**config.mk**
```make
export PLATFORM = sky130hd
export DESIGN_NAME = gmf_sort_cell
export DESIGN_NICKNAME = d
export VERILOG_FILES = /design/src/rtl/gmf_pkg.sv /design/src/rtl/gmf_sort_cell.sv
export SDC_FILE = /design/constraint.sdc
export NUM_CORES = 1
export LEC_CHECK = 0
export ABC_CLOCK_PERIOD_IN_PS = 800
export BUFFER_PORTS_ARGS = -buffer_cell sky130_fd_sc_hd__buf_2
export CAP_MARGIN = 20
export CORE_AREA = 2 2 327 329
export CTS_CLUSTER_SIZE = 8
export DETAILED_ROUTE_END_ITERATION = 8
export DIE_AREA = 0 0 329 331
export HOLD_SLACK_MARGIN = 0.03
export PLACE_DENSITY_LB_ADDON = 0.12
export SETUP_SLACK_MARGIN = 0.4
export SYNTH_ARGS = -nofsm -noshare
export SYNTH_HDL_FRONTEND = slang
export SYNTH_SLANG_ARGS = --single-unit
```
**constraint.sdc**
```tcl
create_clock -name clk -period 0.8 [get_ports clk]
set_input_delay 0.16 -clock clk [delete_from_list [all_inputs] [get_ports clk]]
set_output_delay 0.16 -clock clk [all_outputs]
set_load 0.05 [all_outputs]
```
**src/rtl/gmf_pkg.sv**
```systemverilog
package gmf_pkg;

    localparam int DEF_MAX_WIDTH  = 1024;
    localparam int DEF_MAX_HEIGHT = 1024;
    localparam int DEF_MAX_KERNEL = 7;

    localparam int CFG_AW = 2;
    localparam int CFG_DW = 11;

    typedef enum logic [CFG_AW-1:0] {
        REG_IMAGE_WIDTH   = 2'd0,
        REG_IMAGE_HEIGHT  = 2'd1,
        REG_KERNEL_WIDTH  = 2'd2,
        REG_KERNEL_HEIGHT = 2'd3
    } gmf_reg_t;

    localparam logic KIND_PIXEL = 1'b0;
    localparam logic KIND_DRAIN = 1'b1;

    localparam logic [CFG_DW-1:0] RST_IMAGE_WIDTH   = 11'd1024;
    localparam logic [CFG_DW-1:0] RST_IMAGE_HEIGHT  = 11'd1024;
    localparam logic [2:0]        RST_KERNEL_WIDTH  = 3'd3;
    localparam logic [2:0]        RST_KERNEL_HEIGHT = 3'd3;

    // position and frame flag that travel with a window through the sorter
    typedef struct packed {
        logic [9:0] row;
        logic [9:0] col;
        logic       frame_end;
    } gmf_tag_t;

endpackage

```
**src/rtl/gmf_sort_cell.sv**
```systemverilog
module gmf_sort_cell
    import gmf_pkg::*;
#(
    parameter int NUM   = DEF_MAX_KERNEL * DEF_MAX_KERNEL,
    parameter bit PHASE = 1'b0
) (
    input  logic                    clk,
    input  logic                    rst_n,
    input  logic                    en,
    input  logic                    in_valid,
    input  logic [NUM-1:0][7:0]     in_vals,
    input  gmf_tag_t                in_tag,
    output logic                    out_valid,
    output logic [NUM-1:0][7:0]     out_vals,
    output gmf_tag_t                out_tag
);

    logic              valid_reg;
    logic [NUM-1:0][7:0] vals_reg;
    gmf_tag_t          tag_reg;
    logic [NUM-1:0][7:0] vals_next;

    // one compare-exchange layer of an odd-even transposition sort
    always_comb
    begin
        vals_next = in_vals;
        for (int i = int'(PHASE); i + 1 < NUM; i += 2)
        begin
            if (in_vals[i] > in_vals[i+1])
            begin
                vals_next[i]   = in_vals[i+1];
                vals_next[i+1] = in_vals[i];
            end
        end
    end

    always_ff @(posedge clk or negedge rst_n)
    begin
        if (!rst_n)
        begin
            valid_reg <= 1'b0;
        end
        else if (en)
        begin
            valid_reg <= in_valid;
        end
    end

    always_ff @(posedge clk)
    begin
        if (en && in_valid)
        begin
            vals_reg <= vals_next;
            tag_reg  <= in_tag;
        end
    end

    assign out_valid = valid_reg;
    assign out_vals  = vals_reg;
    assign out_tag   = tag_reg;

endmodule

```
# --- Word-level counts from Yosys, hierarchy flattened ---
# Index checks and enable logic that the tools add are counted.
totals:
  elab_cells: 102
  regBits: 414
  output_inout_bits: 414
classes:
  magnitude_cmp: 24
  muxes: 24
  n_reduce_logical: 1
ops:
  columns: ["operator", "count"]
  rows:
  - ["$mux 16", 24]
  - ["$gt 8x8->1", 24]
  - ["$logic_and 1x1->1", 1]

# --- Logic depth before layout (Yosys ltp) ---
# Gate-level depths: netlist of the first run.
depth:
  word_depth: 2
  depth_mapped: 9
  ltp_nobuf: 7

# --- Worst setup path after synthesis of the first run ---
# No wires, ideal clock.
synth_timing:
  kind: "input to register"
  startpoint: "in in_valid"
  endpoint: "reg tag_reg (netlist bit out_tag[0]) (enable)"
  slack_ns: -9.472
  required_time_ns: -0.027
  arrival_time_ns: 9.445
  cell_stages: 1
  cell_sequence: "and2_1"
synth_between:
  elab_chain_cells: 1
synth_rtl:
  columns: ["item", "line_no", "rtl"]
  rows:
  - ["start, declared", "gmf_sort_cell.sv:10", "input logic in_valid,"]
  - ["$logic_and 1x1->1", "gmf_sort_cell.sv:51", "if (en && in_valid)"]
  - ["end signal, assigned", "gmf_sort_cell.sv:54", "tag_reg <= in_tag;"]
  - ["end, declared", "gmf_sort_cell.sv:20", "gmf_tag_t tag_reg;"]
# Every way passes these cells.
# A chain may end at the register's enable or synchronous reset.

# --- Worst setup path after layout of the first run ---
layout_timing:
  startpoint: "reg vals_reg (netlist bit out_vals[69])"
  endpoint: "out out_vals[69] in the netlist's numbering"
layout_rtl:
  columns: ["item", "line_no", "rtl"]
  rows:
  - ["start, declared", "gmf_sort_cell.sv:19", "logic [NUM-1:0][7:0] vals_reg;"]
  - ["start signal, assigned", "gmf_sort_cell.sv:53", "vals_reg <= vals_next;"]
  - ["end, declared", "gmf_sort_cell.sv:14", "output logic [NUM-1:0][7:0] out_vals,"]
# No word-level cell between the ends.

==> flow_summary.json, run 1 <==
{
  "outcome": "finished with violations",
  "violations": "negative hold slack, negative setup slack",
  "utilization_pct": 49.16,
  "synth_edf_count": 413,
  "antenna_found_initial": 21,
  "wl_per_cell_um": 20.86,
  "hold_ws_ns": -0.1865,
  "gp_congestion": 0.8733,
  "yosysWarnings": 0,
  "powerDensity_mw_per_mm2": 1712,
  "drive_above_1_share_pct": 67.83,
  "synth_fp_nets": 2934,
  "synth_ff_type": "edfxtp_1",
  "grt_pass1_vias": 27101,
  "yosysUniqueCellTypes": 38,
  "ff2ff_path_depth": 1,
  "clock.fmax_mhz": 669.4,
  "cts.sinks": 414,
  "worst-path-stages": 1,
  "setup_tns_ns": -368.80,
  "die_x_um": 329,
  "wl_um": 110500,
  "cts_made_buffers": 61,
  "grt_usage_pct": 19.06,
  "hold_path.class": "primary input to flip-flop",
  "endpoint": "out_vals[69]",
  "crit_chain": "buf_6",
  "layout_min_cycle_time_ns": 1.494,
  "finalHoldViolations": 353,
  "io_pins": 831,
  "port_buffers": 830,
  "worst_slack_ns": -0.6939,
  "first_pass_iters": 5,
  "critical_path.top_delay_family": "flip-flops",
  "drt_iter0_markers": 1005,
  "cpPeakStageDelay_ns": 0.47,
  "syn_area_per_cell_um2": 11.21,
  "cp-startpoint": "out_vals[69]",
  "seq_area_frac_synth_pct": 47.69,
  "rsz0062_at_grt": "yes",
  "r2r-start": "out_valid",
  "crit_path_start_kind": "flip-flop",
  "dieHeight_um": 331,
  "crit_buf_inv": 1,
  "grt_first_pass_wirelength_um": 159600,
  "power.leakage_nw": 21.76,
  "arrival_ns": 1.33,
  "place_inst": 4941,
  "finalCritPeriodShare_pct": 186.7,
  "start_util_pct": 24.83,
  "hpwl_um": 80670,
  "grt_max_degree": 33,
  "htree_levels": 2,
  "r2r_slack_ns": 0.02,
  "clkTransAtPathRegs_ns": 0.06,
  "cp_slowest_cell": "edfxtp_1",
  "core_region_area_mm2": 0.1050,
  "ant_nets": 0,
  "worstMarginPinSlew_ns": 0.3857,
  "vdd_drop_max_uv": 1785,
  "cts_tree": "yes",
  "drv_cap": 0,
  "fin_cells": 5299,
  "slew_headroom_pct": 74.26,
  "clockBufferDepth": 3,
  "syn_area_mm2": 0.02606,
  "finClkSkew_ns": 0,
  "crit_type": "flip-flop to output port",
  "synth-async-reset-ratio_pct": 0.2415,
  "vias": 25627,
  "syn_inst": 2325,
  "fp.dieArea_mm2": 0.1089,
  "area_growth_pct": 98.01,
  "ys_seq_elements": 414,
  "finalSetupViolations": 798,
  "nets": 4473,
  "required_ns": 0.64,
  "avgViaCountPerCell": 4.836,
  "cts-root-buf": "clkbuf_16",
  "r2r_end": "out_valid",
  "finalMaxSlewViolations": 0,
  "clock_latency_ns": 0.65,
  "route.detailed.drc": 0,
  "worst-path-max-fanout": 1,
  "grt-ovfl-total": 0,
  "p_total_mw": 88.33,
  "hold_buffers": 31,
  "rows": 119,
  "end_kind": "output port"
}
## how the worst min path moves through the flow
stage | start | to | slack [ns] | depth (start not counted)
5_1_grt | in_vals[142] | out_vals[142] | -0.24 | 2
3_5_place_dp | rst_n | out_valid | -0.06 | 1
2_1_floorplan | rst_n | out_valid | -0.14 | 0
4_1_cts | in_valid | out_valid | -0.31 | 2
6_report | in_vals[142] | out_vals[142] | -0.19 | 2
3_3_place_gp | rst_n | out_valid | -0.07 | 1
## cells in the mapped netlist (12+ instances only)
cell type  instances  share of area (%)
nor2_1            28               0.40
a21oi_1           84                1.6
inv_1            205                3.0
and4_1            22               0.74
nand3_1          208                4.0
o21ai_1           65                1.2
o21ai_2           36                1.2
edfxtp_1         413                 48
clkbuf_1          26               0.37
o21ai_0          185                3.6
o221a_2           18               0.78
mux2_2           140                6.0
ha_1             192                9.2
a211oi_1          18               0.52
a221o_1          208                8.0
nand2b_4          12               0.63
nand4_4           13                1.1
buf_2             52                1.0
nand2_1          271                3.9
nand4_1           13               0.31
buf_6             27                1.2
nor3b_2           13               0.62
## layer usage
metal,up-vias,wire (um),track usage (%)
li1,12125,-,-
met1,12524,38350,19.05
met2,757,58370,35.55
met3,209,8849,6.504
met4,12,4865,8.467
met5,-,83,0
## where the power goes
| group | switching [mW] | internal (mW) | total, mW |
|---|---|---|---|
| logic | 18.5 | 17.2 | 35.6 |
| clock network | 10.2 | 14.6 | 24.8 |
| registers | 1.19 | 26.7 | 27.9 |
| total | 29.9 | 58.4 | 88.3 |
## area by class of cell
| class | count | area, um2 |
|---|---|---|
| Antenna cell | 13 | 32.53 |
| Clock buffer | 82 | 1627 |
| Clock inverter | 12 | 128.9 |
| Fill cell | 9173 | 53370 |
| Inverter | 205 | 1132 |
| Multi-Input combinational cell | 1610 | 17980 |
| Sequential cell | 414 | 12430 |
| Tap cell | 1391 | 1740 |
| Timing Repair Buffer | 1572 | 16530 |
## through the flow
step / setup WS (ns) / instance area, um2
finish: -0.6939 / 51600
global route: -0.7428 / 51580
CTS: -0.7761 / 49920
detailed placement: -1.288 / 38910
global placement: -1.261 / 38910
floorplan: -2.670 / 28660
## repair_timing
action | 4_1_cts | 5_1_grt
gates cloned | 46 | 9
gates resized for setup | 1786 | 306
setup endpoints to repair | 1209 | 1212
pin swaps | 391 | 147
buffers inserted | 138 | 27
endpoints found under the hold margin | 414 | 381
## state kept, by name, summed over array words and instances (netlist names)
register	cells
out_vals	392
out_valid	1
out_tag	21
## cell families (layout without fill, tap and decap cells)
kind of cell	after synthesis	after routing	synth area share, %
AOI/OAI and AO/OA	637	648	18.00
adders and majority gates	192	192	9.219
buffers and inverters	320	1871	5.829
DFF	414	414	47.69
muxes	159	159	7.015
other	0	13	0
and+or+nand+nor	603	611	12.25
## layout by cell type, fill, tap and decap left out, types with 34 or more instances in the layout
master	netlist	layout
a21oi_2	1	34
a221o_1	208	208
o21ai_1	65	139
buf_4	9	486
nand2_1	271	235
buf_12	1	151
a21oi_4	0	45
clkbuf_16	0	71
ha_4	0	161
inv_1	205	72
mux2_4	10	159
nand3_2	0	165
edfxtp_1	413	413
inv_2	0	81
buf_8	0	53
buf_6	27	610
o21ai_2	36	81
o21ai_4	0	52
buf_2	52	210
(Power assumes the default switching activity.)
==> run 2: changes to the inputs <==
--- a/config.mk
+++ b/config.mk
@@ -5,7 +5,7 @@
 export SDC_FILE = /design/constraint.sdc
 export NUM_CORES = 1
 export LEC_CHECK = 0
-export ABC_CLOCK_PERIOD_IN_PS = 800
+export ABC_CLOCK_PERIOD_IN_PS = 1900
 export BUFFER_PORTS_ARGS = -buffer_cell sky130_fd_sc_hd__buf_2
 export CAP_MARGIN = 20
 export CORE_AREA = 2 2 327 329
@@ -14,6 +14,7 @@
 export DIE_AREA = 0 0 329 331
 export HOLD_SLACK_MARGIN = 0.03
 export PLACE_DENSITY_LB_ADDON = 0.12
+export REMOVE_ABC_BUFFERS = 1
 export SETUP_SLACK_MARGIN = 0.4
 export SYNTH_ARGS = -nofsm -noshare
 export SYNTH_HDL_FRONTEND = slang
==> constraint.sdc (replaced) <==
create_clock -name clk -period 1.9 [get_ports clk]
set_input_delay 0.38 -clock clk [delete_from_list [all_inputs] [get_ports clk]]
set_output_delay 0.38 -clock clk [all_outputs]
set_load 0.05 [all_outputs]
==> run 2 against run 1 <==
Effect of this change:
- the run now ends clean
- clock power decreased by 60%
- sequential power decreased by 58%
- combinational power decreased by 67%
- global-route usage decreased by 2.5 points
- critical path type unchanged
==> flow_summary.json, run 2 (same netlist as run 1, synthesis figures left out) <==
{
  "cts-root-buf": "clkbuf_16",
  "p_comb_share_pct": 35.6,
  "route.detailed.drc": 0,
  "intPower_mw": 22.25,
  "finalCritPeriodShare_pct": 94.47,
  "p_sw_mw": 11.27,
  "cp_slowest_cell": "edfxtp_1",
  "clockBufferDepth": 3,
  "grt_usage_pct": 16.59,
  "crit_type": "flip-flop to output port",
  "avgViaCountPerCell": 4.643,
  "cts_made_buffers": 60,
  "layout_min_cycle_time_ns": 1.795,
  "layout_commonest_cell": "buf_4",
  "drive_above_1_share_pct": 49.84,
  "utilization_pct": 41.15,
  "arrival_ns": 1.41,
  "worstMarginPinSlew_ns": 0.5338,
  "core_region_area_mm2": 0.1050,
  "drv_cap": 0,
  "finalSetupViolations": 0,
  "grt_max_degree": 68,
  "crit_buf_inv": 1,
  "routed-wl-met2_um": 51040,
  "critical_path.top_delay_family": "flip-flops",
  "top_layer": "met5",
  "ant_nets": 0,
  "powerDensity_mw_per_mm2": 776.1,
  "required_ns": 1.52,
  "wl_met3_um": 7374,
  "grt_pass1_vias": 23383,
  "rows": 119,
  "drt_iter0_markers": 1094,
  "cts.sinks": 414,
  "grt-ovfl-total": 0,
  "fp.dieArea_mm2": 0.1089,
  "wl_um": 98200,
  "gp_congestion": 0.8383,
  "hpwl_um": 75960,
  "p_total_mw": 33.52,
  "rsz0062_at_grt": "yes",
  "antenna_found_initial": 42,
  "p_sw_share_pct": 33.63,
  "seqPwrFrac_pct": 34.8,
  "area_growth_pct": 65.75,
  "cpPeakStageDelay_ns": 0.55,
  "dieHeight_um": 331,
  "slew_headroom_pct": 64.41,
  "clock.fmax_mhz": 557.1,
  "outcome": "completed",
  "crit_chain": "buf_6",
  "final_cell_mix": "buf_4 (480), buf_6 (445), edfxtp_1 (413), buf_2 (401), nand2_1 (264)",
  "finalHoldViolations": 0,
  "finClkSkew_ns": 0,
  "wl_met1_um": 36920,
  "io_pins": 831,
  "crit_path_start_kind": "flip-flop",
  "first_pass_iters": 5,
  "start_util_pct": 24.83,
  "port_buffers": 830,
  "die_x_um": 329,
  "power.leakage_nw": 19.14,
  "vias": 24035,
  "clock_latency_ns": 0.65,
  "finalMaxSlewViolations": 0,
  "wl_per_cell_um": 18.97,
  "end_kind": "output port",
  "htree_levels": 2,
  "worst-path-max-fanout": 1,
  "clkTransAtPathRegs_ns": 0.05,
  "largest_register_ffs": 392,
  "cts_tree": "yes",
  "clkPwrFrac_pct": 29.6,
  "nets": 4355,
  "grt_first_pass_wirelength_um": 138900,
  "hold_path.class": "primary input to flip-flop",
  "vdd_drop_max_uv": 755.2
}
run 2: changes by cell type in the layout (fill, tap and decap cells not counted), moves of 106 or more:
cell     delta
buf_2     +191
buf_6     -165
ha_1      +106
ha_4      -108
inv_1     +120
nand3_1   +182
nand3_2   -164
o21ai_0   +145
run 2: power by group through the flow:
stage,Sequential [mW],Combinational (mW),Clock [mW]
detailed placement,11.7,9.89,0
finish,11.7,11.9,9.93
global route,11.8,12.7,10.6
global placement,11.7,9.86,0
floorplan,14.6,3.33,0
CTS,11.7,10.9,10.3
run 2: worst paths after layout:
kind,endpoint,start,slack [ns],depth (start not counted)
setup / recovery,out_vals[282],out_vals[282],0.11,1
hold / removal,out_vals[315],in_vals[315],0.08,2
setup reg to reg,out_valid,out_valid,0.59,2
hold reg to reg,out_valid,out_valid,1.08,2
max in group asynchronous,out_valid,rst_n,1.22,3
min in group asynchronous,out_valid,rst_n,0.58,3
run 2: cell type report:
| cell class | instances | area [um2] |
|---|---|---|
| antenna | 18 | 45.04 |
| inverter | 205 | 787.0 |
| clock buffer | 78 | 1599 |
| multi-input combinational | 1595 | 13910 |
| clock inverter | 6 | 45.04 |
| tap | 1391 | 1740 |
| timing repair buffer | 1470 | 12640 |
| fill | 10140 | 61780 |
| sequential | 414 | 12430 |
run 2: metrics by stage:
step	area [um2]	setup TNS, ns	hold WS [ns]	setup WS (ns)	std cells
finish	43190	0	0.08011	0.1050	5177
global route	43180	0	0.03924	0.02541	5173
CTS	40330	0	0.03024	0.01832	5105
detailed placement	35450	-147.05	0.1568	-0.5498	4939
global placement	35450	-146.27	0.1567	-0.5349	4939
floorplan	25310	-3687.41	0.08441	-8.592	2210
run 2: what timing repair did:
| action | CTS | global route |
|---|---|---|
| hold buffers | 82 | 5 |
| setup buffers | 0 | 39 |
| hold endpoints to repair | 88 | 6 |
| gates resized for setup | 745 | 539 |
| cloned | 0 | 10 |
| endpoints found under the setup margin | 675 | 785 |
| pin swaps | 1 | 61 |
run 2: routing by layer:
metal	GRT usage, %	vias to the layer above
met5	0	-
met4	5.638	38
met3	5.411	167
met2	30.33	643
li1	-	11847
met1	17.90	11340
